[src/design/csft_pkg.sv]
`default_nettype none

package csft_pkg;

    localparam int NUM_SLOTS  = 16;
    localparam int IDX_W      = (NUM_SLOTS > 1) ? $clog2(NUM_SLOTS) : 1;
    localparam int SLOT_IDX_W = 6;
    localparam int ID_W       = 16;
    localparam int PDU_W      = 3;
    localparam int CNT_W      = 32;

    typedef enum logic [1:0] {
        OP_LOOKUP  = 2'd0,
        OP_ALLOC   = 2'd1,
        OP_APPLY   = 2'd2,
        OP_RELEASE = 2'd3
    } op_t;

    typedef enum logic [2:0] {
        CS_IDLE          = 3'd0,
        CS_SETUP_PENDING = 3'd1,
        CS_PROCEEDING    = 3'd2,
        CS_CONNECTED     = 3'd3,
        CS_TX_GRANTED    = 3'd4,
        CS_RELEASING     = 3'd5
    } call_state_t;

    typedef enum logic [2:0] {
        RS_OK        = 3'd0,
        RS_NOT_FOUND = 3'd1,
        RS_DUPLICATE = 3'd2,
        RS_FULL      = 3'd3,
        RS_DROPPED   = 3'd4
    } status_t;

    localparam logic [PDU_W-1:0] PDU_SETUP      = 3'd0;
    localparam logic [PDU_W-1:0] PDU_PROCEEDING = 3'd1;
    localparam logic [PDU_W-1:0] PDU_CONNECT    = 3'd2;
    localparam logic [PDU_W-1:0] PDU_TX_DEMAND  = 3'd3;
    localparam logic [PDU_W-1:0] PDU_TX_GRANTED = 3'd4;
    localparam logic [PDU_W-1:0] PDU_RELEASE    = 3'd5;

    typedef enum logic [1:0] {
        S_IDLE  = 2'd0,
        S_MATCH = 2'd1,
        S_SEL   = 2'd2,
        S_UPD   = 2'd3
    } fsm_t;

    // write port shared by all cells
    typedef struct packed {
        logic               en;
        logic [IDX_W-1:0]   idx;
        logic               busy;
        logic [ID_W-1:0]    id;
        call_state_t        state;
    } slot_wr_t;

    // priority token handed from cell to cell
    typedef struct packed {
        logic hit_seen;
        logic free_seen;
    } scan_t;

    typedef struct packed {
        call_state_t next_state;
        logic        free;
        status_t     status;
        logic        inc_drop;
        logic        inc_setup;
        logic        inc_connect;
        logic        inc_grant;
        logic        inc_release;
    } apply_t;

    function automatic apply_t apply_pdu(call_state_t st, logic [PDU_W-1:0] pdu, logic dir);
        apply_t r;
        r.next_state  = st;
        r.free        = 1'b0;
        r.status      = RS_DROPPED;
        r.inc_drop    = 1'b1;
        r.inc_setup   = 1'b0;
        r.inc_connect = 1'b0;
        r.inc_grant   = 1'b0;
        r.inc_release = 1'b0;
        case (pdu)
            PDU_SETUP:
            begin
                // an uplink setup still counts, with a drop unless the slot is already setup-pending
                r.inc_drop   = dir && (st != CS_SETUP_PENDING);
                r.inc_setup  = 1'b1;
                r.next_state = CS_SETUP_PENDING;
                r.status     = RS_OK;
            end
            PDU_PROCEEDING:
            begin
                if (st == CS_SETUP_PENDING)
                begin
                    r.next_state = CS_PROCEEDING;
                    r.status     = RS_OK;
                    r.inc_drop   = 1'b0;
                end
            end
            PDU_CONNECT:
            begin
                if (st == CS_PROCEEDING || st == CS_SETUP_PENDING)
                begin
                    r.next_state  = CS_CONNECTED;
                    r.status      = RS_OK;
                    r.inc_drop    = 1'b0;
                    r.inc_connect = 1'b1;
                end
            end
            PDU_TX_DEMAND:
            begin
                if (st == CS_CONNECTED)
                begin
                    r.next_state = CS_TX_GRANTED;
                    r.status     = RS_OK;
                    r.inc_drop   = 1'b0;
                    r.inc_grant  = 1'b1;
                end
            end
            PDU_TX_GRANTED:
            begin
                if (st == CS_CONNECTED || st == CS_TX_GRANTED)
                begin
                    r.next_state = CS_TX_GRANTED;
                    r.status     = RS_OK;
                    r.inc_drop   = 1'b0;
                    r.inc_grant  = 1'b1;
                end
            end
            PDU_RELEASE:
            begin
                if (st == CS_RELEASING)
                begin
                    r.next_state  = CS_IDLE;
                    r.free        = 1'b1;
                    r.status      = RS_OK;
                    r.inc_drop    = 1'b0;
                    r.inc_release = 1'b1;
                end
                else if (st != CS_IDLE)
                begin
                    r.next_state  = CS_RELEASING;
                    r.status      = RS_OK;
                    r.inc_drop    = 1'b0;
                    r.inc_release = 1'b1;
                end
            end
            default:
            begin
            end
        endcase
        return r;
    endfunction

endpackage

`default_nettype wire

[src/design/csft_cell.sv]
`default_nettype none

module csft_cell (
    input  wire logic                          clk,
    input  wire logic                          rst_n,
    input  wire logic [csft_pkg::IDX_W-1:0]    my_idx,
    input  wire logic [csft_pkg::ID_W-1:0]     req_id,
    input  wire logic                          sample,
    input  wire csft_pkg::slot_wr_t            wr,
    input  wire csft_pkg::scan_t               chain_in,
    output csft_pkg::scan_t                    chain_out,
    output logic                               first_hit,
    output logic                               first_free,
    output csft_pkg::call_state_t              slot_state
);

    logic                       busy_reg;
    logic [csft_pkg::ID_W-1:0]  id_reg;
    csft_pkg::call_state_t      state_reg;
    logic                       hit_reg;
    logic                       free_reg;

    always_ff @(posedge clk or negedge rst_n)
    begin
        if (!rst_n)
        begin
            busy_reg  <= 1'b0;
            id_reg    <= '0;
            state_reg <= csft_pkg::CS_IDLE;
            hit_reg   <= 1'b0;
            free_reg  <= 1'b0;
        end
        else
        begin
            if (wr.en && wr.idx == my_idx)
            begin
                busy_reg  <= wr.busy;
                id_reg    <= wr.id;
                state_reg <= wr.state;
            end
            if (sample)
            begin
                hit_reg  <= busy_reg && (id_reg == req_id);
                free_reg <= !busy_reg;
            end
        end
    end

    // lowest index wins: pass on whether anyone below already matched
    assign first_hit           = hit_reg && !chain_in.hit_seen;
    assign first_free          = free_reg && !chain_in.free_seen;
    assign chain_out.hit_seen  = chain_in.hit_seen || hit_reg;
    assign chain_out.free_seen = chain_in.free_seen || free_reg;
    assign slot_state          = state_reg;

endmodule

`default_nettype wire

[src/design/call_slot_table_fsm_core.sv]
`default_nettype none

// call slot table: a row of 16 slot cells, each holding busy mark, call id and call state.
// every request goes through these steps: accept in idle, all cells compare their id in parallel,
// a priority token ripples along the row of cells to pick the lowest hit and lowest free
// slot, then the controller updates at most one slot and the counters and loads the result
// register. the next item is taken while a finished result still waits in the output
// register; the update step holds only if the previous result has not been taken.
// the table comes out of reset empty at once, no clearing pass. the five 32-bit
// counters wrap and are reported as they stand after the request.

module call_slot_table_fsm_core (
    input  wire logic         clk,
    input  wire logic         rst_n,
    input  wire logic         s_tvalid,
    output logic              s_tready,
    input  wire logic [23:0]  s_tdata,   // call_id[15:0], pdu_code[18:16], direction[19], zeros
    input  wire logic [1:0]   s_tuser,   // operation[1:0]
    output logic              m_tvalid,
    input  wire logic         m_tready,
    output logic [175:0]      m_tdata,   // slot_index[5:0], call_state[8:6], drop_total[40:9],
                                         // setup_total[72:41], connect_total[104:73],
                                         // grant_total[136:105], release_total[168:137], zeros
    output logic [2:0]        m_tuser    // status[2:0]
);

    localparam int N  = csft_pkg::NUM_SLOTS;
    localparam int IW = csft_pkg::IDX_W;

    // fsm
    csft_pkg::fsm_t state_reg, state_next;

    // captured request
    csft_pkg::op_t                  req_op_reg;
    logic [csft_pkg::ID_W-1:0]      req_id_reg;
    logic [csft_pkg::PDU_W-1:0]     req_pdu_reg;
    logic                           req_dir_reg;

    // selection results
    logic                           hit_found_reg;
    logic [IW-1:0]                  hit_idx_reg;
    csft_pkg::call_state_t          hit_state_reg;
    logic                           free_found_reg;
    logic [IW-1:0]                  free_idx_reg;

    // counters
    logic [csft_pkg::CNT_W-1:0]     drop_cnt_reg;
    logic [csft_pkg::CNT_W-1:0]     setup_cnt_reg;
    logic [csft_pkg::CNT_W-1:0]     connect_cnt_reg;
    logic [csft_pkg::CNT_W-1:0]     grant_cnt_reg;
    logic [csft_pkg::CNT_W-1:0]     release_cnt_reg;

    // result register (counters feed the output directly: they only move when
    // the previous result leaves)
    logic                           out_valid_reg;
    csft_pkg::status_t              out_status_reg;
    logic [csft_pkg::SLOT_IDX_W-1:0] out_idx_reg;
    csft_pkg::call_state_t          out_cst_reg;

    // control
    logic                           sample;
    logic                           sel_load;
    logic                           commit;

    // cell row
    csft_pkg::scan_t                chain [0:N];
    logic [N-1:0]                   first_hit;
    logic [N-1:0]                   first_free;
    csft_pkg::call_state_t          cell_state [0:N-1];
    csft_pkg::slot_wr_t             wr;

    // selection, combinational across the row
    logic                           sel_hit_found;
    logic                           sel_free_found;
    logic [IW-1:0]                  sel_hit_idx;
    logic [IW-1:0]                  sel_free_idx;
    csft_pkg::call_state_t          sel_hit_state;

    // decision
    csft_pkg::apply_t               ap;
    csft_pkg::slot_wr_t             dec_wr;
    csft_pkg::status_t              dec_status;
    logic [IW-1:0]                  dec_idx;
    csft_pkg::call_state_t          dec_cst;
    logic                           dec_drop;
    logic                           dec_setup;
    logic                           dec_connect;
    logic                           dec_grant;
    logic                           dec_release;

    assign chain[0] = '0;

    genvar g;
    generate
        for (g = 0; g < N; g++)
        begin : g_cell
            csft_cell u_cell (
                .clk        (clk),
                .rst_n      (rst_n),
                .my_idx     (IW'(g)),
                .req_id     (req_id_reg),
                .sample     (sample),
                .wr         (wr),
                .chain_in   (chain[g]),
                .chain_out  (chain[g+1]),
                .first_hit  (first_hit[g]),
                .first_free (first_free[g]),
                .slot_state (cell_state[g])
            );
        end
    endgenerate

    // one-hot to index and state
    always_comb
    begin
        logic [2:0] st_bits;
        sel_hit_idx  = '0;
        sel_free_idx = '0;
        st_bits      = '0;
        for (int i = 0; i < N; i++)
        begin
            if (first_hit[i])
            begin
                sel_hit_idx = sel_hit_idx | IW'(i);
                st_bits     = st_bits | cell_state[i];
            end
            if (first_free[i])
            begin
                sel_free_idx = sel_free_idx | IW'(i);
            end
        end
        sel_hit_state  = csft_pkg::call_state_t'(st_bits);
        sel_hit_found  = chain[N].hit_seen;
        sel_free_found = chain[N].free_seen;
    end

    // what the request does to the table and counters
    always_comb
    begin
        ap          = csft_pkg::apply_pdu(hit_state_reg, req_pdu_reg, req_dir_reg);
        dec_wr      = '0;
        dec_status  = csft_pkg::RS_OK;
        dec_idx     = '0;
        dec_cst     = csft_pkg::CS_IDLE;
        dec_drop    = 1'b0;
        dec_setup   = 1'b0;
        dec_connect = 1'b0;
        dec_grant   = 1'b0;
        dec_release = 1'b0;
        case (req_op_reg)
            csft_pkg::OP_LOOKUP:
            begin
                if (hit_found_reg)
                begin
                    dec_idx = hit_idx_reg;
                    dec_cst = hit_state_reg;
                end
                else
                begin
                    dec_status = csft_pkg::RS_NOT_FOUND;
                end
            end
            csft_pkg::OP_ALLOC:
            begin
                if (hit_found_reg)
                begin
                    dec_status = csft_pkg::RS_DUPLICATE;
                    dec_drop   = 1'b1;
                end
                else if (free_found_reg)
                begin
                    dec_idx      = free_idx_reg;
                    dec_cst      = csft_pkg::CS_SETUP_PENDING;
                    dec_wr.en    = 1'b1;
                    dec_wr.idx   = free_idx_reg;
                    dec_wr.busy  = 1'b1;
                    dec_wr.id    = req_id_reg;
                    dec_wr.state = csft_pkg::CS_SETUP_PENDING;
                end
                else
                begin
                    dec_status = csft_pkg::RS_FULL;
                end
            end
            csft_pkg::OP_APPLY:
            begin
                if (hit_found_reg)
                begin
                    dec_status   = ap.status;
                    dec_idx      = hit_idx_reg;
                    dec_cst      = ap.next_state;
                    dec_drop     = ap.inc_drop;
                    dec_setup    = ap.inc_setup;
                    dec_connect  = ap.inc_connect;
                    dec_grant    = ap.inc_grant;
                    dec_release  = ap.inc_release;
                    dec_wr.en    = 1'b1;
                    dec_wr.idx   = hit_idx_reg;
                    dec_wr.busy  = !ap.free;
                    dec_wr.id    = ap.free ? '0 : req_id_reg;
                    dec_wr.state = ap.next_state;
                end
                else
                begin
                    dec_status = csft_pkg::RS_NOT_FOUND;
                    dec_drop   = 1'b1;
                end
            end
            csft_pkg::OP_RELEASE:
            begin
                if (hit_found_reg)
                begin
                    dec_idx      = hit_idx_reg;
                    dec_wr.en    = 1'b1;
                    dec_wr.idx   = hit_idx_reg;
                    dec_wr.busy  = 1'b0;
                    dec_wr.id    = '0;
                    dec_wr.state = csft_pkg::CS_IDLE;
                end
                else
                begin
                    dec_status = csft_pkg::RS_NOT_FOUND;
                end
            end
            default:
            begin
            end
        endcase
    end

    // slot write only on the commit cycle
    always_comb
    begin
        wr    = dec_wr;
        wr.en = dec_wr.en && commit;
    end

    // fsm next state and strobes
    always_comb
    begin
        state_next = state_reg;
        s_tready   = 1'b0;
        sample     = 1'b0;
        sel_load   = 1'b0;
        commit     = 1'b0;
        case (state_reg)
            csft_pkg::S_IDLE:
            begin
                s_tready = 1'b1;
                if (s_tvalid)
                begin
                    state_next = csft_pkg::S_MATCH;
                end
            end
            csft_pkg::S_MATCH:
            begin
                sample     = 1'b1;
                state_next = csft_pkg::S_SEL;
            end
            csft_pkg::S_SEL:
            begin
                sel_load   = 1'b1;
                state_next = csft_pkg::S_UPD;
            end
            csft_pkg::S_UPD:
            begin
                // wait for the output register to empty
                if (!out_valid_reg || m_tready)
                begin
                    commit     = 1'b1;
                    state_next = csft_pkg::S_IDLE;
                end
            end
            default:
            begin
                state_next = csft_pkg::S_IDLE;
            end
        endcase
    end

    always_ff @(posedge clk or negedge rst_n)
    begin
        if (!rst_n)
        begin
            state_reg <= csft_pkg::S_IDLE;
        end
        else
        begin
            state_reg <= state_next;
        end
    end

    // request and selection payload
    always_ff @(posedge clk)
    begin
        if (s_tvalid && s_tready)
        begin
            req_op_reg  <= csft_pkg::op_t'(s_tuser);
            req_id_reg  <= s_tdata[15:0];
            req_pdu_reg <= s_tdata[18:16];
            req_dir_reg <= s_tdata[19];
        end
        if (sel_load)
        begin
            hit_found_reg  <= sel_hit_found;
            hit_idx_reg    <= sel_hit_idx;
            hit_state_reg  <= sel_hit_state;
            free_found_reg <= sel_free_found;
            free_idx_reg   <= sel_free_idx;
        end
        if (commit)
        begin
            out_status_reg <= dec_status;
            out_idx_reg    <= csft_pkg::SLOT_IDX_W'(dec_idx);
            out_cst_reg    <= dec_cst;
        end
    end

    // counters and output valid
    always_ff @(posedge clk or negedge rst_n)
    begin
        if (!rst_n)
        begin
            drop_cnt_reg    <= '0;
            setup_cnt_reg   <= '0;
            connect_cnt_reg <= '0;
            grant_cnt_reg   <= '0;
            release_cnt_reg <= '0;
            out_valid_reg   <= 1'b0;
        end
        else
        begin
            if (commit)
            begin
                drop_cnt_reg    <= drop_cnt_reg + csft_pkg::CNT_W'(dec_drop);
                setup_cnt_reg   <= setup_cnt_reg + csft_pkg::CNT_W'(dec_setup);
                connect_cnt_reg <= connect_cnt_reg + csft_pkg::CNT_W'(dec_connect);
                grant_cnt_reg   <= grant_cnt_reg + csft_pkg::CNT_W'(dec_grant);
                release_cnt_reg <= release_cnt_reg + csft_pkg::CNT_W'(dec_release);
                out_valid_reg   <= 1'b1;
            end
            else if (m_tready)
            begin
                out_valid_reg <= 1'b0;
            end
        end
    end

    assign m_tvalid = out_valid_reg;
    assign m_tuser  = out_status_reg;
    assign m_tdata  = {7'd0, release_cnt_reg, grant_cnt_reg, connect_cnt_reg,
                       setup_cnt_reg, drop_cnt_reg, out_cst_reg, out_idx_reg};

    // at most one cell claims the lowest hit and the lowest free slot
    a_one_hit: assert property (@(posedge clk) disable iff (!rst_n)
        $onehot0(first_hit) && $onehot0(first_free))
        else $error("more than one cell selected");

    // drop, setup and release counters move only on the commit cycle
    a_cnt_stable: assert property (@(posedge clk) disable iff (!rst_n)
        !commit |=> ($stable(drop_cnt_reg) && $stable(setup_cnt_reg)
                     && $stable(release_cnt_reg)))
        else $error("counter changed outside commit");

    // an accepted item starts the compare step next
    a_accept_match: assert property (@(posedge clk) disable iff (!rst_n)
        s_tvalid && s_tready |=> state_reg == csft_pkg::S_MATCH)
        else $error("accepted item did not start compare");

    // a commit never overwrites a result that is still waiting
    a_no_overwrite: assert property (@(posedge clk) disable iff (!rst_n)
        commit |-> (!out_valid_reg || m_tready))
        else $error("result overwritten");

endmodule

`default_nettype wire
[config.mk]
export PLATFORM = sky130hd
export DESIGN_NAME = call_slot_table_fsm_core
export DESIGN_NICKNAME = d
export VERILOG_FILES = /design/src/design/csft_pkg.sv /design/src/design/csft_cell.sv /design/src/design/call_slot_table_fsm_core.sv
export SDC_FILE = /design/constraint.sdc
export NUM_CORES = 1
export LEC_CHECK = 0
export BUFFER_PORTS_ARGS = -buffer_cell sky130_fd_sc_hd__buf_2
export CAP_MARGIN = 20
export CORE_UTILIZATION = 50
export DETAILED_ROUTE_END_ITERATION = 8
export MAX_ROUTING_LAYER = met4
export PLACE_DENSITY_LB_ADDON = 0.12
export SLEW_MARGIN = 20
export SYNTH_ARGS = -nofsm -noshare
export SYNTH_HDL_FRONTEND = slang
export SYNTH_HIERARCHICAL = 1
export SYNTH_SLANG_ARGS = --single-unit
[constraint.sdc]
create_clock -name clk -period 16 [get_ports clk]
set_input_delay 0 -clock clk [delete_from_list [all_inputs] [get_ports clk]]
set_output_delay 0 -clock clk [all_outputs]
set_load 0.05 [all_outputs]
Word level (Yosys, flattened, before mapping) --
Cells that the tools add are included.
Operators by class: bitwise operators 15, multiplexer cells 104, $add $sub $neg 5, reduce and logical (&&, ||, !) cells 161, eq/ne operators 50
Operators with widths (count):
- $eq 16x16->1 | 16
- $add 32x1->32 | 5
- $mux 25 | 4
- $mux 3 | 33
- $pmux 25 s3 | 1
- $logic_and 1x1->1 | 65
- $logic_not 1->1 | 48
- $or 3x3->3 | 15
- $mux 1 | 36
- $mux 4 | 9
- $logic_or 1x1->1 | 33
- $eq 4x4->1 const B | 8
- $mux 2 | 12
- $pmux 4 s6 | 1
- $pmux 3 s3 | 2
- $pmux 3 s6 | 1
- $eq 4x3->1 const B | 4
- $mux 16 | 1
- $reduce_or 8->1 | 2
- $eq 3x2->1 const B | 4
- $eq 3x3->1 const B | 4
- $eq 2x2->1 const B | 4
- $eq 4x2->1 const B | 2
- $pmux 2 s4 | 1
- other kinds (16) | 24
Storage, ports and cells: logic and storage cells 440, output and inout bits 181, input bits 30, bits in registers 560

Logic depth before layout (Yosys ltp) --
Gate-level depths: netlist (run 1).
word-level depth 31, gate-level depth with buffers 19

Modules after synthesis --
The synthesis (run 1) kept the hierarchy.
By module, submodules not included:
- csft_cell | area each 1073.5 µm², times used 16, cells each 82
- call_slot_table_fsm_core | area each 9900.7 µm², times used 1, cells each 898

Least setup slack after synthesis (run 1) --
No wires, ideal clock.
path kind reg2reg, from register g_cell[0].u_cell.hit_reg, to register hit_state_reg[1] (data pin), setup slack 10.882 ns, required time 15.862 ns, cell stages (with the launch flop) 20, arrival time 4.980 ns, library setup time 0.138 ns, cells stage by stage dfrtp_1 > or2_2 > or2_2 > or2_2 > or2_2 > or2_2 > or2_2 > or2_2 > or2_2 > or2_2 > or2_2 > or2_2 > or2_2 > or2_2 > or2_2 > or2_2 > nor2_1 > a22o_1 > a221oi_1 > nand4_1
RTL lines:
- from (decl) | line csft_cell.sv:20 | logic hit_reg;
- from (signal assigned) | line csft_cell.sv:43 | hit_reg <= busy_reg && (id_reg == req_id);
- to (signal assigned) | line call_slot_table_fsm_core.sv:307 | hit_state_reg <= sel_hit_state;
- to (decl) | line call_slot_table_fsm_core.sv:42 | csft_pkg::call_state_t hit_state_reg;

==> metrics list, run 1 <==
* Run status: completed
- At the worst endpoint, the arrival time is 5.99 ns.
- The H-tree generated during clock tree synthesis spans 2 levels.
* Residual DRC: 0
* First-pass DRT Iterations: 5
* Number of instances in the placed design: 3155
- Maximum VDD drop: 0.0881 mV
- Compared with the post-synthesis result, the final layout area differs by 15.9%.
- Routed wirelength normalized by instance count: 19.7 um
- Cells along the critical path: or2_2, or2_2, or2_2, or2_2, or2_2, or2_2, or2_2, or2_2, or2_2, or2_2, or2_2, or2_2, or2_2, or2_2, or2_2, nor2_1, a22o_1, a221oi_1, nand4_1
- Of the available clock period, the critical path in the final layout requires 0.345.
- Dividing the detail-routed via count by the number of cells gives 5.49.
- Hold WC Path Type: in -> async
- After the first detailed-routing iteration, the DRC count stood at 1088.
- The via count of the first global-routing pass was 18.2k.
- Footprint of the multi-input gates: 12400 sq um
* RSZ-0062 raised after global routing: no
- Maximum clock frequency: 0.181 GHz
- Clk pin slew, worst setup/hold paths: 0.06 ns
- Leakage power of the design: 15.6 nW
- The final count of pins violating max slew is 0.
* Final weighted congestion of routability-driven global placement: 0.862
- Initial core utilization: 0.510
- Power after layout: 3.64 mW
* Initial antenna violation count: 2
- Input and output buffers added on the ports amount to 197.
- Buffer cell driving the clock tree root: sky130_fd_sc_hd__clkbuf_16
* Wire length of the first global-routing pass: 104 mm
- Category of the most critical setup path: reg -> reg
* Final critical delay including setup and external delays: 5.53 ns
- Averaged over all synthesized cells, the footprint is 12.3 sq um.
- For the final database, setup skew stands at 0.0255 ns.
- Setup total negative slack on the finished layout was measured at 0 ns.
- Across every metal layer, demand over resource in global routing totals 0.244.
- Setup fix buffers added after clock tree synthesis: 0
- Fraction of final layout cells sized beyond drive strength 1: 0.265
- Setup violations remaining at the end of the flow were counted as 0.
- Clock buffer depth: 3
- For this block, the routed nets add up to 65.0 mm of wire.
- Startpoint kind of the worst setup timing path: flip-flop
- Required time at the worst-slack endpoint: 16.46 ns
- Num CTS Buffers: 59
* Number of instances in the synthesized netlist: 2209
- The clock reaches the later pin of the worst-skew pair after 0.63 ns.
- The sequential cells in the finished layout cover a total of 14200 sq um.
- The filler cells instantiated in the layout total 4347.
* MaxCap Viol Count: 0
* Most common cell on crit path: sky130_fd_sc_hd__or2_2
* Count of antenna-violating nets left after detailed routing: 0
- Yosys Warn Count: 6
- On the critical path, the stage with the largest delay is an instance of sky130_fd_sc_hd__dfrtp_1.
- IO Pins: 211
- Number of vias in the routed layout: 18.1k
- Die X: 235 um
* Pin count of the biggest net entering global routing: 124
- Post-layout net count: 2603
- Pwr/cell area: 116 nW/um^2
* FF-to-FF setup slack: 10.47 ns
- In this run the cell area of the synthesized design comes to 27100 sq um.
- Area enclosed by the die boundary: 55100 sq um
- TritonCTS built the clock tree.
- For this design, the sink count on the clock tree is 560.
- Crit Path Max Fanout: 5
- Kind of capture point of the worst setup path: flip-flop
* Final core area utilization: 0.591
- Detailed placement ended at an HPWL of 42.8 mm.
* Largest stage delay on the critical path: 0.37 ns
- At the pin with the least slew margin, the transition time is 1.21 ns.
* Core box area: 53100 sq um
* Hold violation total from the final report: 0
- Headroom to the max-slew limit: 0.190
- The die is 235 um tall.
* GR Overflow Total: 0
- Standard-cell rows: 84
- Number of standard cells in the layout, taps in and fillers out: 3293
- Max reg flops: 256
-- what timing repair did --
action / CTS / global route
endpoints found under the hold margin: 146 / 0
gates resized for setup: 0 / 0
hold buffers: 27 / 0
-- routing by layer --
layer | vias to the layer above | global-route usage | wire, um
li1 | 8394 | - | -
met1 | 9182 | 0.333 | 30200
met2 | 370 | 0.376 | 30100
met3 | 120 | 0.0314 | 2600
met4 | 0 | 0.0857 | 2100
met5 | - | - | 0
-- cell type report --
cell class                 instances  share of cell area
antenna                            2            0.000160
timing repair buffer             258              0.0489
sequential                       560               0.454
tap                              688              0.0274
inverter                          99              0.0118
multi-input combinational       1577               0.396
clock inverter                    13             0.00335
clock buffer                      96              0.0580
-- where the power goes --
group          switching [mW]  total, mW  internal (mW)
registers               0.126       1.68           1.55
logic                   0.395      0.618          0.223
clock network           0.560       1.35          0.788
-- placed cells by master, fill, tap and decap left out, drive strengths merged, types with 18 or more instances in the layout --
cell type and instances:
dfrtp 515, mux2 320, xor2 283, buf 231, xnor2 140, nand2 107, inv 101, clkbuf 96
conb 92, nand3 86, nor2 72, nand4 63, nor4 60, nor3 51, edfxtp 45, or2 33
o22ai 32, dlygate4sd3 27, and3 23, and2 22, o21ai 20, and4 19, ha 18
-- through the flow --
stage          hold WS [ns]  instance area, sq um  setup WS (ns)
6_report             0.0372                 31400          10.47
5_1_grt              0.0795                 31400          10.29
4_1_cts              0.0490                 31400          10.51
3_5_place_dp          0.174                 29200          10.54
3_3_place_gp          0.165                 29200          10.55
2_1_floorplan        -0.296                 27400          10.88
-- worst paths after layout --
check | to | cells past startpoint | startpoint
max in group asynchronous | g_cell[13].u_cell/id_reg[13] | 4 | rst_n
setup / recovery | hit_state_reg[1] | 19 | g_cell[0].u_cell/hit_reg
hold / removal | grant_cnt_reg[31] | 2 | rst_n
setup reg to reg | hit_state_reg[1] | 19 | g_cell[0].u_cell/hit_reg
hold reg to reg | g_cell[5].u_cell/free_reg | 1 | g_cell[5].u_cell/busy_reg
min in group clk | req_id_reg[13] | 2 | s_tdata[13]
-- critical path, delay by kind of cell (launching register included) --
family / cells / cell delay (ns)
simple gates: 17 / 4.74
compound gates: 2 / 0.25
flops: 1 / 0.37
Power figures use the tool's default switching activity.
==> run 2, diff against run 1 <==
==> constraint.sdc (replaced) <==
create_clock -name clk -period 4.83 [get_ports clk]
set_input_delay 0 -clock clk [delete_from_list [all_inputs] [get_ports clk]]
set_output_delay 0 -clock clk [all_outputs]
set_load 0.05 [all_outputs]
==> metrics list, run 2 (synthesis gave the netlist of run 1 again) <==
- Initial antenna violation count: 0 (-2)
* First-pass DRT Iterations: 5 (unchanged)
- The combinational share of power came to 0.177 (+0.007).
- Clock Sinks: 560 (unchanged)
- The floorplan die area came to 55100 sq um (unchanged).
- Required time at the worst-slack endpoint: 5.30 ns (-11.16 ns)
* Violated checks: hold timing
- Routed wirelength normalized by instance count: 19.9 um (+1.1%)
- Clock tree from TritonCTS: yes
* Vertical extent of the die: 235 um (unchanged)
* Crit Path Max Fanout: 5 (unchanged)
- Hold WC Path Type: in -> async
- Final core area utilization: 0.594 (+0.00292)
- The areal power density over the cells came to 383 nW/um^2 (+230%).
- Post-layout net count: 2611 (+0.31%)
- Clk pwr share: 0.368 (-0.002)
- The total count of hold-check failures in the final report came to 1 (+1).
* Initial core utilization: 0.510 (unchanged)
- Final critical delay including setup and external delays: 4.65 ns (-0.873 ns)
- Fraction of final layout cells sized beyond drive strength 1: 0.269 (+0.00350)
- The post-route non-filler standard cell count is 3298 (+0.15%).
* Maximum VDD drop: 0.262 mV (+200%)
- Final setup violation count: 0 (unchanged)
* Most common library cell in the layout ignoring fill and taps: sky130_fd_sc_hd__dfrtp_1
- Number of instances in the placed design: 3160 (+0.16%)
* Arrival time of the worst setup path: 5.13 ns (-0.86 ns)
- The cell-internal power was 8.49 mW (+230%).
- Kind of capture point of the worst setup path: flip-flop
- MaxCap Viol Count: 0 (unchanged)
- Counting stages on the worst path, the most repeated cell is sky130_fd_sc_hd__or2_4.
- Core box area: 53100 sq um (unchanged)
- The number of rows created at floorplan was 84 (unchanged).
- The iteration-0 DRC count of the detailed router is 1374 (+26%).
* Die X: 235 um (unchanged)
- Walking the worst path, the cells encountered are or2_2, or2_4, or2_4, or2_4, or2_4, or2_4, or2_2, or2_2, or2_4, or2_2, or2_4, or2_4, or2_4, or2_4, or2_4, nor2_4, a22o_1, a221oi_1, nand4_1.
- The total wire length after detailed routing was 65.8 mm (+1.2%).
- FF-to-FF setup slack: 0.18 ns (-10.30 ns)
- The number of levels in the clock H-tree came to 2 (unchanged).
- Reg2reg start: g_cell[0].u_cell/hit_reg
* Min Hold Slack: -0.00152 ns (-0.0388 ns)
* Category of the most critical setup path: reg -> reg
* Count of antenna-violating nets left after detailed routing: 0 (unchanged)
* Buffer cell driving the clock tree root: sky130_fd_sc_hd__clkbuf_16
- Antenna diode count: 0 (-2)
* Worst setup slack after layout: 0.177 ns (-10.30 ns)
* GR Overflow Total: 0 (unchanged)
- The quantity of I/O buffers inserted on ports was 197 (unchanged).
- The DRC violations left was 0 (unchanged).
* Headroom to the max-slew limit: 0.266 (+0.0759)
- Placed instance area: 29300 sq um (+0.41%)
* Largest clock skew in the final design: 0.0177 ns (-0.00774 ns)
* Cell at the slowest stage of the critical path: sky130_fd_sc_hd__dfrtp_1
- The worst register-to-register path ends at hit_state_reg[2].
* Pin count of the biggest net entering global routing: 134 (+8.1%)
- The worst slack after detailed placement came to -0.123 ns (-10.67 ns).
- The count of cells along the worst register-to-register path is 19 (unchanged).
- The via count of the first global-routing pass was 18.4k (+0.98%).
- Worst-skew pair later-pin latency: 0.63 ns (about the same)
- The leakage component of the power is 15.7 nW (+0.46%).
- The area of all placed cells without fillers was 31500 sq um (+0.49%).
- Reg power frac: 0.455 (-0.005)
- The half-perimeter wire length after detailed placement came to 43.5 mm (+1.7%).
* Num CTS Buffers: 59 (unchanged)
- Vias per inst: 5.50 (+0.25%)
- The share of the clock period used by the worst path after layout came to 0.963 (+0.618).
* Wire length of the first global-routing pass: 106 mm (+2.3%)
- The switching share of total power was 0.298 (+0.000816).
- RSZ-0062 raised after global routing: no
- The total I/O pin count is 211 (unchanged).
- The run finished, with violations left.
- The final count of pins violating max slew came to 0 (unchanged).
- The maximum frequency from static timing analysis was 0.215 GHz (+19%).
- The worst setup path is launched from a flip-flop.
- Leading cell types in the layout, fill and taps excluded: sky130_fd_sc_hd__dfrtp_1, sky130_fd_sc_hd__mux2_2, sky130_fd_sc_hd__xor2_1
- Sw Pwr: 3.60 mW (+230%)
- The maximum buffer depth of the clock tree is 3 (unchanged).
- The transition at the pin with the smallest max-transition slack was 1.10 ns (-0.114 ns).
- The flip-flop count of the largest register after layout came to 256 (unchanged).
* Clk pin slew, worst setup/hold paths: 0.06 ns (about the same)
- The final estimated routing congestion in global placement came to 0.938 (+8.9%).
- The total routing usage reported by global routing was 0.251 (+0.00643).
- Largest stage delay on the critical path: 0.37 ns (about the same)
- Number of vias in the routed layout: 18.1k (+0.40%)
* Area growth from synthesis to final layout: 16.4%
[run 2: worst max-delay path, delay by kind of cell, from the launching register on]
kind	cells	cell delay, ns
flip-flops	1	0.37
AND/OR/NAND/NOR	17	3.94
AO/OA/AOI/OAI	2	0.20
[run 2: power by group through the flow]
stage | sequential [mW] | combinational, mW | clock [mW]
after floorplan | 5.68 | 1.26 | 0
after global placement | 5.60 | 2.02 | 0
after detailed placement | 5.60 | 2.09 | 0
after CTS | 5.52 | 2.12 | 4.57
after global routing | 5.55 | 2.34 | 4.73
final | 5.50 | 2.13 | 4.45
[run 2: worst max-delay path by stage]
stage / startpoint / to / slack [ns] / cells past startpoint
global route: g_cell[0].u_cell/free_reg / free_found_reg / 0.05 / 16
CTS: g_cell[0].u_cell/free_reg / free_found_reg / 0.03 / 16
finish: g_cell[0].u_cell/hit_reg / hit_state_reg[2] / 0.18 / 19
global placement: g_cell[0].u_cell/hit_reg / hit_state_reg[1] / -0.07 / 19
floorplan: g_cell[0].u_cell/free_reg / free_found_reg / 0.02 / 16
detailed placement: g_cell[0].u_cell/hit_reg / hit_state_reg[2] / -0.12 / 19
[run 2: layout make-up]
| class | count | area (sq um) |
|---|---|---|
| clock buffers | 86 | 1700 |
| flip-flops and latches | 560 | 14200 |
| well taps | 688 | 861 |
| clock inverters | 22 | 204 |
| multi-input cells | 1577 | 12500 |
| repair buffers | 266 | 1660 |
| inverters | 99 | 372 |
| fillers | 4346 | 21600 |
[run 2: metal layers]
metal,part of all wire,vias up,global-route usage
met5,0,-,-
met4,0.031,0,0.0827
met3,0.041,123,0.0318
met2,0.47,425,0.391
met1,0.46,9174,0.340
li1,-,8417,-
[run 2: metrics by stage]
stage | total power [mW] | hold slack (ns) | setup TNS (ns)
2_1_floorplan | 6.93 | -0.296 | 0
3_3_place_gp | 7.62 | 0.105 | -0.205
3_5_place_dp | 7.69 | 0.108 | -0.556
4_1_cts | 12.2 | 0.0405 | 0
5_1_grt | 12.6 | 0.0854 | 0
6_report | 12.1 | -0.00152 | 0
[run 2: repair_timing]
| item | CTS | global route |
|---|---|---|
| hold buffers | 26 | 0 |
| buffers inserted | 0 | 2 |
| pin swaps | 3 | 2 |
| endpoints found under the setup margin | 13 | 8 |
| hold endpoints to repair | 122 | 0 |
| gates resized for setup | 6 | 6 |
==> run 3, diff against run 2 <==
--- a/config.mk
+++ b/config.mk
@@ -7,7 +7,7 @@
 export LEC_CHECK = 0
 export BUFFER_PORTS_ARGS = -buffer_cell sky130_fd_sc_hd__buf_2
 export CAP_MARGIN = 20
-export CORE_UTILIZATION = 50
+export CORE_UTILIZATION = 55
 export DETAILED_ROUTE_END_ITERATION = 8
 export MAX_ROUTING_LAYER = met4
 export PLACE_DENSITY_LB_ADDON = 0.12
==> metrics list, run 3 (synthesis gave the netlist of run 1 again) <==
- Antenna diode count: 0 (unchanged)
- MaxCap Viol Count: 0 (unchanged)
* Pin count of the biggest net entering global routing: 130 (-3.0%)
* Source of the critical timing path: g_cell[0].u_cell/free_reg
- The largest clock skew in the final design was 0.0171 ns (-0.000681 ns).
- Maximum VDD drop: 0.272 mV (+3.7%)
- The worst register-to-register path begins at g_cell[0].u_cell/free_reg.
- First-pass DRT Iterations: 7 (+2)
- The top cell types in the final layout, fill and taps aside, are sky130_fd_sc_hd__dfrtp_1, sky130_fd_sc_hd__mux2_2, sky130_fd_sc_hd__xor2_1.
- Worst path depth: 16 (-3)
- Arrival time of the worst setup path: 5.09 ns (-0.04 ns)
- The half-perimeter wire length after detailed placement was 43.0 mm (-1.3%).
- Cells along the critical path: or2_4, or2_4, or2_4, or2_2, or2_2, or2_2, or2_2, or2_2, or2_2, or2_2, or2_4, or2_4, or2_4, or2_4, or2_4, or2_2
* Clock buffer depth: 3 (unchanged)
* Transition at the pin with the smallest max-transition slack: 1.17 ns (+0.0658 ns)
- Number of buffer and inverter stages on the critical path: 0 (unchanged)
- FF-to-FF setup slack: 0.09 ns (-0.08 ns)
- The total count of hold-check failures in the final report was 0 (-1).
- Area growth from synthesis to final layout: 16.3%
- The worst setup path is captured at a flip-flop.
- IO Pins: 211 (unchanged)
* Vertical extent of the die: 224 um (-4.6%)
- Pwr/cell area: 386 nW/um^2 (+0.68%)
- Startpoint kind of the worst setup timing path: flip-flop
- The worst slack after detailed placement is -0.159 ns (-0.0357 ns).
* Wire length of the first global-routing pass: 104 mm (-1.5%)
- Initial core utilization: 0.562 (+0.0522)
- Fraction of final layout cells sized beyond drive strength 1: 0.268 (-0.000842)
* Depth of the worst register-to-register path: 16 (-3)
- The final estimated routing congestion in global placement was 0.897 (-4.4%).
- Endpoint of the worst-slack reg-to-reg timing path: free_found_reg
- The floorplan die area was 50100 sq um (-9.0%).
- Among all stages on the critical path, the largest delay is contributed by sky130_fd_sc_hd__dfrtp_1.
- Hold WC Path Type: in -> async
- The most critical setup path has its endpoint at free_found_reg.
* Residual DRC: 0 (unchanged)
* Setup tns final: 0 ns (unchanged)
* Worst setup slack after layout: 0.0943 ns (-0.0823 ns)
- The root buffer cell chosen for the clock tree is sky130_fd_sc_hd__clkbuf_16.
- Required time at the worst-slack endpoint: 5.19 ns (-0.11 ns)
- Final setup violation count: 0 (unchanged)
- The total via count in the routed design is 18.3k (+0.74%).
* Count of antenna-violating nets left after detailed routing: 0 (unchanged)
- The share of the clock period used by the worst path after layout was 0.980 (+0.0170).
- Routed wirelength normalized by instance count: 20.2 um (+1.3%)
- The maximum frequency from static timing analysis was 0.211 GHz (-1.7%).
* Category of the most critical setup path: reg -> reg
- Vias in the first global route: 18.2k (-1.0%)
- Clk pin slew, worst setup/hold paths: 0.06 ns (about the same)
- The minimum clock period was 4.74 ns (+0.0823 ns).
- Number of buffers added on ports: 197 (unchanged)
- Max reg flops: 256 (unchanged)
* Run status: completed
- The maximum fanout along the worst path was 2 (-3).
- TritonCTS built the clock tree.
* Htree depth: 2 (unchanged)
* Vias per inst: 5.60 (+1.8%)
- Post-detailed-routing wire length: 65.9 mm (+0.26%)
- Final Max Slew Viols: 0 (unchanged)
- Most common library cell in the layout ignoring fill and taps: sky130_fd_sc_hd__dfrtp_1
- The number of antenna violations at the first check in global routing was 0 (unchanged).
* Worst-skew pair later-pin latency: 0.62 ns (about the same)
- GR Overflow Total: 0 (unchanged)
* Headroom to the max-slew limit: 0.222 (-0.0439)
* Die X: 224 um (-4.6%)
- Standard-cell rows: 80 (-4.8%)
- Clock Sinks: 560 (unchanged)
* Post-layout net count: 2609 (-0.077%)
* Num CTS Buffers: 58 (-1.7%)
- Gate family responsible for the most delay along the worst path: simple AND/OR/NAND/NOR gates
- Leakage power of the design: 15.7 nW (about the same)
* Largest stage delay on the critical path: 0.38 ns (about the same)
- The total routing usage reported by global routing is 0.275 (+0.0241).
- The iteration-0 DRC count of the detailed router is 1130 (-18%).
* Core box area: 48100 sq um (-9.3%)
run 3: cell count changes in the layout (fill, tap and decap cells not counted), moves of 2 or more:
cell	previous run	this run
sky130_fd_sc_hd__clkinv_1	5	0
sky130_fd_sc_hd__clkbuf_1	15	18
sky130_fd_sc_hd__clkbuf_16	59	62
sky130_fd_sc_hd__buf_4	36	34
sky130_fd_sc_hd__clkbuf_8	12	14
sky130_fd_sc_hd__dlygate4sd3_1	26	28
sky130_fd_sc_hd__inv_6	2	0
run 3: routing by layer:
layer	vias up	track usage	share of wire
li1	8399	-	-
met1	9363	0.372	0.46
met2	406	0.437	0.48
met3	106	0.0346	0.041
met4	0	0.0776	0.023
met5	-	-	0
run 3: power breakdown:
part	switching, mW	total [mW]	internal, mW
combinational	1.35	2.11	0.762
clock	1.85	4.50	2.65
sequential	0.403	5.54	5.14
total	3.60	12.2	8.55
run 3: repair_timing:
item                                   4_1_cts  5_1_grt
hold buffers                                28        0
endpoints found under the hold margin      138        0
buffers inserted                             1        0
pin swaps                                    4        2
gates resized for setup                      6        5
setup endpoints to repair                   13       12
run 3: how the worst min path moves through the flow:
stage / endpoint / slack [ns] / cells after the start
floorplan: connect_cnt_reg[0] / -0.30 / 0
global placement: grant_cnt_reg[12] / 0.16 / 1
detailed placement: grant_cnt_reg[12] / 0.17 / 1
CTS: req_id_reg[12] / 0.06 / 2
global route: req_id_reg[13] / 0.09 / 2
finish: grant_cnt_reg[15] / 0.08 / 2
run 3: stage by stage:
step	total power, mW	instance area [sq um]	hold WS [ns]	cells	utilization
CTS	12.2	31400	0.0630	3261	0.653
detailed placement	7.68	29200	0.171	3126	0.607
floorplan	6.93	27400	-0.296	2299	-
finish	12.2	31500	0.0840	3263	0.654
global placement	7.62	29200	0.162	3126	0.607
global route	12.7	31500	0.0913	3263	0.654
run 3: cell type report:
class	count	area [sq um]
Clock buffer	94	1810
Clock inverter	12	111
Fill cell	3706	16700
Inverter	99	372
Multi-Input combinational cell	1577	12500
Sequential cell	560	14200
Tap cell	656	821
Timing Repair Buffer	265	1640
